$ cat src/sph2cart_pkg.sv
package sph2cart_pkg;

  localparam int DIST_BITS_DEF      = 16;
  localparam int TRIG_FRAC_BITS_DEF = 16;

  localparam int ELEV_W       = 8;
  localparam int AZ_W         = 9;
  localparam int DEG_W        = 9;
  localparam int IDX_W        = 7;
  localparam int SINE_ENTRIES = 91;

  localparam logic [DEG_W-1:0] DEG_90  = 9'd90;
  localparam logic [DEG_W-1:0] DEG_180 = 9'd180;
  localparam logic [DEG_W-1:0] DEG_270 = 9'd270;
  localparam logic [DEG_W-1:0] DEG_360 = 9'd360;

  // pi in Q4.60
  localparam logic [63:0] PI_Q60 = 64'h3243_F6A8_885A_308D;

  typedef struct packed {
    logic                 neg;
    logic [IDX_W-1:0]     idx;
  } fold_t;

  typedef struct packed {
    logic x_neg;
    logic y_neg;
    logic z_neg;
  } coord_sign_t;

  // map 0..359 degrees onto a first-quadrant table index plus sign of sine
  function automatic fold_t fold_deg(input logic [DEG_W-1:0] d);
    fold_t f;
    f = '0;
    priority if (d <= DEG_90) begin
      f.neg = 1'b0;
      f.idx = IDX_W'(d);
    end else if (d <= DEG_180) begin
      f.neg = 1'b0;
      f.idx = IDX_W'(DEG_180 - d);
    end else if (d <= DEG_270) begin
      f.neg = 1'b1;
      f.idx = IDX_W'(d - DEG_180);
    end else begin
      f.neg = 1'b1;
      f.idx = IDX_W'(DEG_360 - d);
    end
    return f;
  endfunction

  // sin(k deg) rounded to nearest in Q1.frac; Taylor series in Q60, evaluated at elaboration
  function automatic logic [63:0] sine_entry(input int k, input int frac);
    logic [63:0]  step;
    logic [63:0]  x;
    logic [63:0]  x2;
    logic [63:0]  term;
    logic [63:0]  sum;
    logic [127:0] prod;
    int           n;
    int           sh;
    step = PI_Q60 / 64'd180;
    x    = step * 64'(k);
    prod = {64'd0, x} * {64'd0, x};
    x2   = prod[123:60];
    term = x;
    sum  = x;
    for (n = 1; n <= 24; n++) begin
      prod = {64'd0, term} * {64'd0, x2};
      term = prod[123:60] / 64'((2 * n) * (2 * n + 1));
      if (n[0]) begin
        sum = sum - term;
      end else begin
        sum = sum + term;
      end
    end
    sh = 60 - frac;
    return (sum + (64'd1 << (sh - 1))) >> sh;
  endfunction

endpackage

$ cat src/sph2cart_trig.sv
module sph2cart_trig
  import sph2cart_pkg::*;
#(
  parameter int DIST_BITS      = DIST_BITS_DEF,
  parameter int TRIG_FRAC_BITS = TRIG_FRAC_BITS_DEF
) (
  input  logic                      clk,
  input  logic                      en,
  input  logic [ELEV_W-1:0]         elevation_deg,
  input  logic [AZ_W-1:0]           azimuth_deg,
  input  logic [DIST_BITS-1:0]      distance,
  output logic [DIST_BITS-1:0]      dist_q,
  output logic [TRIG_FRAC_BITS:0]   sin_colat,
  output logic [TRIG_FRAC_BITS:0]   cos_colat,
  output logic [TRIG_FRAC_BITS:0]   sin_az,
  output logic [TRIG_FRAC_BITS:0]   cos_az,
  output coord_sign_t               sign_q
);

  localparam int SIN_W = TRIG_FRAC_BITS + 1;

  logic [SIN_W-1:0] sine_rom [SINE_ENTRIES];

  for (genvar k = 0; k < SINE_ENTRIES; k++) begin : g_rom
    assign sine_rom[k] = SIN_W'(sine_entry(k, TRIG_FRAC_BITS));
  end

  // stage 1: angle reduction and quadrant folding
  logic [DEG_W:0]   elev_ext;
  logic [DEG_W:0]   colat_raw;
  logic [DEG_W-1:0] colat;
  logic [DEG_W:0]   colat_shift;
  logic [DEG_W-1:0] colat_c;
  logic [DEG_W-1:0] az;
  logic [DEG_W:0]   az_shift;
  logic [DEG_W-1:0] az_c;

  always_comb begin
    elev_ext  = {{(DEG_W + 1 - ELEV_W){elevation_deg[ELEV_W-1]}}, elevation_deg};
    colat_raw = {1'b0, DEG_90} - elev_ext;
    // negative colatitude wraps into 0..359
    if (colat_raw[DEG_W]) begin
      colat = DEG_W'(colat_raw + {1'b0, DEG_360});
    end else begin
      colat = colat_raw[DEG_W-1:0];
    end
    colat_shift = {1'b0, colat} + {1'b0, DEG_90};
    if (colat_shift >= {1'b0, DEG_360}) begin
      colat_c = DEG_W'(colat_shift - {1'b0, DEG_360});
    end else begin
      colat_c = colat_shift[DEG_W-1:0];
    end
    if (azimuth_deg >= DEG_360) begin
      az = azimuth_deg - DEG_360;
    end else begin
      az = azimuth_deg;
    end
    az_shift = {1'b0, az} + {1'b0, DEG_90};
    if (az_shift >= {1'b0, DEG_360}) begin
      az_c = DEG_W'(az_shift - {1'b0, DEG_360});
    end else begin
      az_c = az_shift[DEG_W-1:0];
    end
  end

  fold_t                f_sa;
  fold_t                f_ca;
  fold_t                f_sb;
  fold_t                f_cb;
  logic [DIST_BITS-1:0] dist_s1;

  always_ff @(posedge clk) begin
    if (en) begin
      f_sa    <= fold_deg(colat);
      f_ca    <= fold_deg(colat_c);
      f_sb    <= fold_deg(az);
      f_cb    <= fold_deg(az_c);
      dist_s1 <= distance;
    end
  end

  // stage 2: table lookups
  always_ff @(posedge clk) begin
    if (en) begin
      dist_q       <= dist_s1;
      sin_colat    <= sine_rom[f_sa.idx];
      cos_colat    <= sine_rom[f_ca.idx];
      sin_az       <= sine_rom[f_sb.idx];
      cos_az       <= sine_rom[f_cb.idx];
      sign_q.x_neg <= f_sa.neg ^ f_cb.neg;
      sign_q.y_neg <= f_sa.neg ^ f_sb.neg;
      sign_q.z_neg <= f_ca.neg;
    end
  end

endmodule

$ cat src/sph2cart_mult.sv
module sph2cart_mult
  import sph2cart_pkg::*;
#(
  parameter int DIST_BITS      = DIST_BITS_DEF,
  parameter int TRIG_FRAC_BITS = TRIG_FRAC_BITS_DEF
) (
  input  logic                                          clk,
  input  logic                                          en,
  input  logic [DIST_BITS-1:0]                          radius,
  input  logic [TRIG_FRAC_BITS:0]                       sin_colat,
  input  logic [TRIG_FRAC_BITS:0]                       cos_colat,
  input  logic [TRIG_FRAC_BITS:0]                       sin_az,
  input  logic [TRIG_FRAC_BITS:0]                       cos_az,
  input  coord_sign_t                                   sign_in,
  output logic [(DIST_BITS+TRIG_FRAC_BITS+1)/2+TRIG_FRAC_BITS:0] x_lo,
  output logic [(DIST_BITS+TRIG_FRAC_BITS+1)-(DIST_BITS+TRIG_FRAC_BITS+1)/2+TRIG_FRAC_BITS:0]
                                                        x_hi,
  output logic [(DIST_BITS+TRIG_FRAC_BITS+1)/2+TRIG_FRAC_BITS:0] y_lo,
  output logic [(DIST_BITS+TRIG_FRAC_BITS+1)-(DIST_BITS+TRIG_FRAC_BITS+1)/2+TRIG_FRAC_BITS:0]
                                                        y_hi,
  output logic [DIST_BITS-1:0]                          z_mag,
  output coord_sign_t                                   sign_out
);

  localparam int SIN_W   = TRIG_FRAC_BITS + 1;
  localparam int RA_W    = DIST_BITS + SIN_W;
  localparam int RA_LO_W = RA_W / 2;
  localparam int RA_HI_W = RA_W - RA_LO_W;

  // stage 3: r * sin(colat) and r * cos(colat)
  logic [RA_W-1:0]  ra;
  logic [RA_W-1:0]  rz;
  logic [SIN_W-1:0] sb_s3;
  logic [SIN_W-1:0] cb_s3;
  coord_sign_t      sign_s3;

  always_ff @(posedge clk) begin
    if (en) begin
      ra      <= RA_W'(radius) * RA_W'(sin_colat);
      rz      <= RA_W'(radius) * RA_W'(cos_colat);
      sb_s3   <= sin_az;
      cb_s3   <= cos_az;
      sign_s3 <= sign_in;
    end
  end

  // stage 4: ra split in halves so each multiply stays narrow
  always_ff @(posedge clk) begin
    if (en) begin
      x_lo     <= (RA_LO_W + SIN_W)'(ra[RA_LO_W-1:0]) * (RA_LO_W + SIN_W)'(cb_s3);
      x_hi     <= (RA_HI_W + SIN_W)'(ra[RA_W-1:RA_LO_W]) * (RA_HI_W + SIN_W)'(cb_s3);
      y_lo     <= (RA_LO_W + SIN_W)'(ra[RA_LO_W-1:0]) * (RA_LO_W + SIN_W)'(sb_s3);
      y_hi     <= (RA_HI_W + SIN_W)'(ra[RA_W-1:RA_LO_W]) * (RA_HI_W + SIN_W)'(sb_s3);
      z_mag    <= rz[TRIG_FRAC_BITS +: DIST_BITS];
      sign_out <= sign_s3;
    end
  end

endmodule

$ cat src/spherical_to_cartesian_core.sv
// Spherical-to-Cartesian converter: each item carries elevation (degrees, signed), azimuth
// (degrees) and distance r; the result is x = r*sin(colat)*cos(az), y = r*sin(colat)*sin(az),
// z = r*cos(colat) with colat = 90 - elevation, trig from a per-degree Q1.TRIG_FRAC_BITS
// sine table, magnitudes truncated toward zero. Out-of-range angles wrap modulo 360.
// The pipeline has five register stages (angle fold, table lookup, r*sin/cos, partial
// products, combine and sign), and one item is taken every cycle unless the output stalls.
// The output register drives a single advance signal: when the result is not taken, the
// whole pipeline holds and s_tready drops.
module spherical_to_cartesian_core
  import sph2cart_pkg::*;
#(
  parameter int DIST_BITS      = DIST_BITS_DEF,
  parameter int TRIG_FRAC_BITS = TRIG_FRAC_BITS_DEF
) (
  input  logic clk,
  input  logic rst,
  input  logic s_tvalid,
  output logic s_tready,
  // elevation_deg[7:0], azimuth_deg[16:8], distance[DIST_BITS+16:17], zero pad
  input  logic [((ELEV_W+AZ_W+DIST_BITS+7)/8)*8-1:0] s_tdata,
  output logic m_tvalid,
  input  logic m_tready,
  // pos_x, pos_y, pos_z, each DIST_BITS+1 bits, from bit 0 up, zero pad
  output logic [((3*(DIST_BITS+1)+7)/8)*8-1:0] m_tdata
);

  localparam int SIN_W     = TRIG_FRAC_BITS + 1;
  localparam int RA_W      = DIST_BITS + SIN_W;
  localparam int RA_LO_W   = RA_W / 2;
  localparam int RA_HI_W   = RA_W - RA_LO_W;
  localparam int PROD_W    = RA_W + SIN_W;
  localparam int POS_W     = DIST_BITS + 1;
  localparam int OUT_W     = 3 * POS_W;
  localparam int M_TDATA_W = ((OUT_W + 7) / 8) * 8;
  localparam int STAGES    = 4;

  logic              adv;
  logic [STAGES-1:0] stage_valid;

  assign adv      = !m_tvalid || m_tready;
  assign s_tready = adv;

  always_ff @(posedge clk) begin
    if (rst) begin
      stage_valid <= '0;
      m_tvalid    <= 1'b0;
    end else if (adv) begin
      stage_valid <= {stage_valid[STAGES-2:0], s_tvalid};
      m_tvalid    <= stage_valid[STAGES-1];
    end
  end

  logic [DIST_BITS-1:0] dist_t;
  logic [SIN_W-1:0]     sin_colat;
  logic [SIN_W-1:0]     cos_colat;
  logic [SIN_W-1:0]     sin_az;
  logic [SIN_W-1:0]     cos_az;
  coord_sign_t          sign_t;

  sph2cart_trig #(
    .DIST_BITS      (DIST_BITS),
    .TRIG_FRAC_BITS (TRIG_FRAC_BITS)
  ) u_trig (
    .clk           (clk),
    .en            (adv),
    .elevation_deg (s_tdata[ELEV_W-1:0]),
    .azimuth_deg   (s_tdata[ELEV_W +: AZ_W]),
    .distance      (s_tdata[ELEV_W+AZ_W +: DIST_BITS]),
    .dist_q        (dist_t),
    .sin_colat     (sin_colat),
    .cos_colat     (cos_colat),
    .sin_az        (sin_az),
    .cos_az        (cos_az),
    .sign_q        (sign_t)
  );

  logic [RA_LO_W+SIN_W-1:0] x_lo;
  logic [RA_HI_W+SIN_W-1:0] x_hi;
  logic [RA_LO_W+SIN_W-1:0] y_lo;
  logic [RA_HI_W+SIN_W-1:0] y_hi;
  logic [DIST_BITS-1:0]     z_mag;
  coord_sign_t              sign_m;

  sph2cart_mult #(
    .DIST_BITS      (DIST_BITS),
    .TRIG_FRAC_BITS (TRIG_FRAC_BITS)
  ) u_mult (
    .clk       (clk),
    .en        (adv),
    .radius    (dist_t),
    .sin_colat (sin_colat),
    .cos_colat (cos_colat),
    .sin_az    (sin_az),
    .cos_az    (cos_az),
    .sign_in   (sign_t),
    .x_lo      (x_lo),
    .x_hi      (x_hi),
    .y_lo      (y_lo),
    .y_hi      (y_hi),
    .z_mag     (z_mag),
    .sign_out  (sign_m)
  );

  // stage 5: recombine partial products, drop 2*frac bits, apply sign
  logic [PROD_W-1:0]    x_full;
  logic [PROD_W-1:0]    y_full;
  logic [POS_W-1:0]     x_ext;
  logic [POS_W-1:0]     y_ext;
  logic [POS_W-1:0]     z_ext;
  logic [POS_W-1:0]     pos_x_next;
  logic [POS_W-1:0]     pos_y_next;
  logic [POS_W-1:0]     pos_z_next;

  always_comb begin
    x_full     = (PROD_W'(x_hi) << RA_LO_W) + PROD_W'(x_lo);
    y_full     = (PROD_W'(y_hi) << RA_LO_W) + PROD_W'(y_lo);
    x_ext      = {1'b0, x_full[2*TRIG_FRAC_BITS +: DIST_BITS]};
    y_ext      = {1'b0, y_full[2*TRIG_FRAC_BITS +: DIST_BITS]};
    z_ext      = {1'b0, z_mag};
    pos_x_next = sign_m.x_neg ? (POS_W'(0) - x_ext) : x_ext;
    pos_y_next = sign_m.y_neg ? (POS_W'(0) - y_ext) : y_ext;
    pos_z_next = sign_m.z_neg ? (POS_W'(0) - z_ext) : z_ext;
  end

  logic [POS_W-1:0] pos_x;
  logic [POS_W-1:0] pos_y;
  logic [POS_W-1:0] pos_z;

  always_ff @(posedge clk) begin
    if (adv) begin
      pos_x <= pos_x_next;
      pos_y <= pos_y_next;
      pos_z <= pos_z_next;
    end
  end

  assign m_tdata = M_TDATA_W'({pos_z, pos_y, pos_x});

  a_accept_enters: assert property (@(posedge clk) disable iff (rst)
    s_tvalid && s_tready |=> stage_valid[0])
    else $error("accepted item did not enter stage 1");

  a_stall_holds: assert property (@(posedge clk) disable iff (rst)
    !adv |=> $stable(stage_valid))
    else $error("pipeline valids moved during stall");

  a_last_stage_out: assert property (@(posedge clk) disable iff (rst)
    adv && stage_valid[STAGES-1] |=> m_tvalid)
    else $error("item in last stage did not reach output");

endmodule
$ cat config.mk
export PLATFORM = sky130hd
export DESIGN_NAME = spherical_to_cartesian_core
export DESIGN_NICKNAME = d
export VERILOG_FILES = /design/src/sph2cart_pkg.sv /design/src/sph2cart_trig.sv /design/src/sph2cart_mult.sv /design/src/spherical_to_cartesian_core.sv
export SDC_FILE = /design/constraint.sdc
export NUM_CORES = 2
export LEC_CHECK = 0
export BUFFER_PORTS_ARGS = -buffer_cell sky130_fd_sc_hd__buf_4
export CAP_MARGIN = 20
export CORE_UTILIZATION = 60
export DETAILED_ROUTE_END_ITERATION = 10
export GPL_TIMING_DRIVEN = 0
export PLACE_DENSITY = 0.79
export SYNTH_ARGS = -nofsm -noshare
export SYNTH_HDL_FRONTEND = slang
export SYNTH_SLANG_ARGS = --single-unit
$ cat constraint.sdc
create_clock -name clk -period 16.7 [get_ports clk]
set_clock_uncertainty 0.1 [all_clocks]
set_input_delay 2.505 -clock clk [delete_from_list [all_inputs] [get_ports clk]]
set_output_delay 2.505 -clock clk [all_outputs]
set_load 0.005 [all_outputs]
# Yosys cells after proc, flatten, opt, wreduce, memory -nomap -nowiden
# Memory sizes are Yosys's and may differ from the RTL's. A register that Yosys moved wholly into a read port is not among the register bits.
# Index checks and enable logic that the tools add are counted.
# Widths: inputs -> output; s select.
# op_classes
mux,19
n_bitwise,6
multipliers,6
order_cmp,15
n_addsub,24
n_reduce_logical,6
# op_table
cell,n
$mul 16x17->33,3
$add 48x33->48,2
$mux 7,12
$mul 17x17->32,2
$sub 1x16->17 const A,3
$mux 16,3
$le 9x7->1 const B,4
$le 9x8->1 const B,4
$le 9x9->1 const B,4
$mux 9,4
$mul 16x17->32,1
$not 7->8,4
$sub 6x7->7 const A,4
$sub 7x6->7 const B,4
$sub 7x7->7 const A,4
$sub 9x9->9 const B,3
$add 9x7->10 const B,2
$ge 10x9->1 const B,2
$add 9x9->9 const B,1
$ge 9x9->1 const B,1
$sub 8x8->9 const A,1
$reduce_or 2->1,4
$xor 1x1->1,2
$logic_not 1->1,1
$logic_or 1x1->1,1
# totals
input_bits,44
memories,4
rom_bits,8704
ff_bits,374
wordCells,116
# mem_list
memory,depth,word_bits,rd,rd_clocked_by_memory_dff,wr,line,text
(no name shown),128,17,1,1,0,sph2cart_trig.sv:86,sin_colat <= sine_rom[f_sa.idx];
(no name shown),128,17,1,1,0,sph2cart_trig.sv:87,cos_colat <= sine_rom[f_ca.idx];
(no name shown),128,17,1,1,0,sph2cart_trig.sv:88,sin_az <= sine_rom[f_sb.idx];
(no name shown),128,17,1,1,0,sph2cart_trig.sv:89,cos_az <= sine_rom[f_cb.idx];

# Longest topological paths before layout
# depth
word_depth,10
mapped_depth,27

# Hierarchy
# Synthesis repeated with hierarchy kept, for this count alone.
# unflattened
hier_cells,9095
hier_area_um2,81439.4
# by_module_without_submodules
mod,cells_each,instances,area_per_inst_um2,seq_area_each_um2
sph2cart_mult,6575,1,61605.3,7176.9
sph2cart_trig,2049,1,15398.5,3993.8
spherical_to_cartesian_core,471,1,4435.5,1631.6

# Worst setup path after synthesis
# Ideal clock, no wire load.
# synth_timing
path_kind,input to output
start,input port m_tready
end,output port s_tready
cell_stages,2
path_slack_ns,0.814
arrival_ns,13.281
path_buffers,1
cell_sequence,nand2b_1 > clkbuf_1
# synth_between
elab_chain_len,1
# synth_rtl
item,line,text
from (decl),spherical_to_cartesian_core.sv:22,"input logic m_tready,"
$logic_or 1x1->1,spherical_to_cartesian_core.sv:40,assign adv = !m_tvalid || m_tready;
to (decl),spherical_to_cartesian_core.sv:18,"output logic s_tready,"
# Every way passes these cells.

# Final worst setup path
# layout_timing
start,register u_mult.ra[8]
end,"register u_mult.y_lo[30], data pin"
# layout_between
elab_chain_len,1
# layout_rtl
item,line,text
from (decl),sph2cart_mult.sv:31,logic [RA_W-1:0] ra;
from (signal assigned),sph2cart_mult.sv:39,ra <= RA_W'(radius) * RA_W'(sin_colat);
$mul 16x17->33,sph2cart_mult.sv:52,y_lo <= (RA_LO_W + SIN_W)'(ra[RA_LO_W-1:0]) * (RA_LO_W + SIN_W)'(sb_s3);
to (signal assigned),sph2cart_mult.sv:52,
to (decl),sph2cart_mult.sv:18,"output logic [(DIST_BITS+TRIG_FRAC_BITS+1)/2+TRIG_FRAC_BITS:0] y_lo,"
# Every way passes these cells.
# A chain may end at the register's enable or synchronous reset.

==> run_results.csv <==
group,metric,value,unit
outcome,status,"completed",
grt,grt_pass1_wl,397000,um
sta,rsz0062_at_grt,"false",
critical_path,required,16.99,ns
cells_and_area,n_fill_cell,10800,
critical_path,crit_path_frequent_cell,"fa_1",
routing,routed_wirelength,261000,um
sta,tightest_slew,1.27,ns
critical_path,cp_max_fo,10,
sta,slew_headroom,0.154,
logic_synthesis,synth_largest_area_cell,"fa_1",
floorplan,die-height,362,um
cells_and_area,final_area,82300,um2
critical_path,critPathCaptureType,"flip-flop",
logic_synthesis,synth_xor_area_frac,0.0271,
critical_path,crit_slowest_cell,"a211oi_1",
grt,gr-total-overflow,0,
critical_path,worst_setup_path_start_kind,"flip-flop",
logic_synthesis,yosysSeqAreaShare,0.151,
routing,vias_per_cell,6.12,
sta,setup_viol,0,
cells_and_area,syn2layout_area_growth,5.99,%
critical_path,critPathMaxStageDelay,0.82,ns
sta,period_needed,9.05,ns
floorplan,die_x,362,um
cts,cts-root-buf,"clkbuf_16",
routing,route.detailed.drc,0,
floorplan,coreArea,128000,um2
logic_synthesis,synth_top_family_by_area,"adder cells",
cts,clockBufferDepth,3,
logic_synthesis,netlist_top_cells_area,"fa_1 (33%), edfxtp_1 (15%), ha_1 (12%)",
routing,detail-route-antenna-nets,0,
floorplan,boundaryPins,102,
sta,post-route-period-util,0.542,
cts,clk_latency,0.66,ns
floorplan,initial_core_util,0.606,
cts,post-cts-setup-buffer-count,0,
logic_synthesis,synth_seq_cells,392,
cells_and_area,fin_nets,10900,
placed_design,place_congestion,1.06,
logic_synthesis,yosys.cell_types.count,102,
cts,postCtsResizedCells,0,
cts,cts-buffers-inserted,47,
logic_synthesis,syn_area,77600,um2
job,drv_cap,0,
sta,finalSetupTns,0,ns
placed_design,hpwl,207000,um
floorplan,rows,131,
grt,grt_pass1_vias,67300,
critical_path,r2r_slack,7.65,ns
critical_path,critPathKind,"flip-flop to flip-flop",
logic_synthesis,muxShareOfSynthArea,0.00767,
logic_synthesis,synth_compound_area_frac,0.0963,
sta,clock.fmax,0.111,GHz
logic_synthesis,synth_edf_count,387,
grt,antenna_found_initial,10,
grt,grt_max_degree,73,
cells_and_area,final_layout_size_suffix_gt1_frac,0.0287,
logic_synthesis,avgSynthCellArea,8.90,um2
worst_hold_path,hold_path_class,"flip-flop to flip-flop",
logic_synthesis,synthCells,8722,
grt,grt_usage,0.402,
routing,drtPass1Iterations,6,
cts,cts-hold-fix-buffers,0,
logic_synthesis,ys.flop_type,"edfxtp_1",
routing,drt_iter0_drc,6954,
logic_synthesis,ys_warn_count,0,
logic_synthesis,synth_common_cells,"inv_1 (1638), nand2_1 (1280), fa_1 (1274)",
placed_design,numPortBuffers,89,
logic_synthesis,synth.most_common_cell,"inv_1",
routing,num_vias,65100,
floorplan,die_area,131000,um2
logic_synthesis,synth_top_area_frac,0.329,
logic_synthesis,synthArstFlopShare,0,
cts,clock_sinks,392,
cts,cts_tree,"done",
sta,slew_viol_final,0,
logic_synthesis,yosys.area_share.simple,0.168,
logic_synthesis,synth-adder-area-share,0.445,
placed_design,placed_area,80700,um2
cts,path_clk_slew,0.06,ns
routing,wire_per_inst,24.5,um
sta,hold_viol,0,
critical_path,critPathArrivalTime,9.33,ns
cts,htreeDepth,2,
## logic make-up after synthesis
kind of cell	after synthesis
buffers and inverters	2155
xor gates and xnor gates	237
other	1
and+or+nand+nor	2729
AOI/OAI and AO/OA	1168
DFF	392
muxes	43
adders and majority gates	1997
## through the flow
| stage | setup slack [ns] | cells | hold slack (ns) | util |
|---|---|---|---|---|
| 2_1_floorplan | 0.814 | 8726 | 0.300 | - |
| 3_3_place_gp | -4.61 | 10500 | 0.301 | 0.628 |
| 3_5_place_dp | 7.97 | 10600 | 0.305 | 0.630 |
| 4_1_cts | 7.86 | 10600 | 0.311 | 0.642 |
| 5_1_grt | 7.33 | 10600 | 0.316 | 0.642 |
| 6_report | 7.65 | 10600 | 0.313 | 0.643 |
## cell type report
class / instances / area [um2] / area share
Multi-Input combinational cell: 6179 / 57800 / 0.702
Sequential cell: 392 / 11700 / 0.143
Inverter: 1652 / 6200 / 0.0754
Tap cell: 1729 / 2160 / 0.0263
Buffer: 503 / 1920 / 0.0234
Clock buffer: 50 / 1230 / 0.0150
Timing Repair Buffer: 98 / 887 / 0.0108
Clock inverter: 36 / 340 / 0.00414
Antenna cell: 4 / 10.0 / 0.000122
## cell usage in the layout, fill, tap and decap left out, types with 296 or more instances in the layout
cell type  count
a21oi_1      322
nand2_1     1280
fa_1        1274
edfxtp_1     387
o21ai_0      296
ha_1         721
clkbuf_1     459
nor2_1       309
inv_1       1638
and2_1       738
## final timing paths
path | startpoint | endpoint | depth (start not counted)
min reg2reg | u_trig.dist_s1[9] | u_trig.dist_q[9] | 0
min | u_trig.dist_s1[9] | u_trig.dist_q[9] | 0
max reg2reg | u_mult.ra[8] | u_mult.y_lo[30] | 27
max | u_mult.ra[8] | u_mult.y_lo[30] | 27
## per-layer routing
| metal | track usage | vias to the layer above | wire length (um) |
|---|---|---|---|
| li1 | - | 27800 | - |
| met1 | 0.496 | 31900 | 94000 |
| met2 | 0.634 | 4207 | 116000 |
| met3 | 0.0937 | 1147 | 29100 |
| met4 | 0.264 | 6 | 21100 |
| met5 | 0 | - | 37 |
## worst max-delay path, delay by kind of cell (launching register included)
| family | cells | cell delay, ns |
|---|---|---|
| compound gates | 8 | 2.40 |
| xor+xnor | 1 | 0.28 |
| buf+inv | 7 | 1.67 |
| simple gates | 4 | 0.64 |
| flops | 1 | 0.33 |
| fa+ha+maj | 7 | 3.33 |
## registers in the layout (all words and copies together) (netlist names), 4 cells and up
| signal | cells |
|---|---|
| pos_x | 17 |
| u_mult.sb_s3 | 17 |
| u_mult.x_lo | 17 |
| u_trig.f_ca | 8 |
| u_mult.cb_s3 | 17 |
| u_trig.cos_colat | 17 |
| pos_y | 17 |
| u_mult.z_mag | 16 |
| u_trig.cos_az | 17 |
| u_mult.x_hi | 32 |
| u_trig.f_sb | 7 |
| u_mult.ra | 33 |
| u_trig.dist_s1 | 16 |
| stage_valid | 4 |
| u_mult.rz | 16 |
| pos_z | 17 |
| u_mult.y_hi | 32 |
| u_trig.sin_az | 17 |
| u_trig.f_sa | 7 |
| u_trig.sin_colat | 17 |
| u_trig.dist_q | 16 |
| u_mult.y_lo | 17 |
| u_trig.f_cb | 8 |
Power is not shown: default switching activity piles up to over one toggle a cycle in this logic, so the estimate is an artifact.
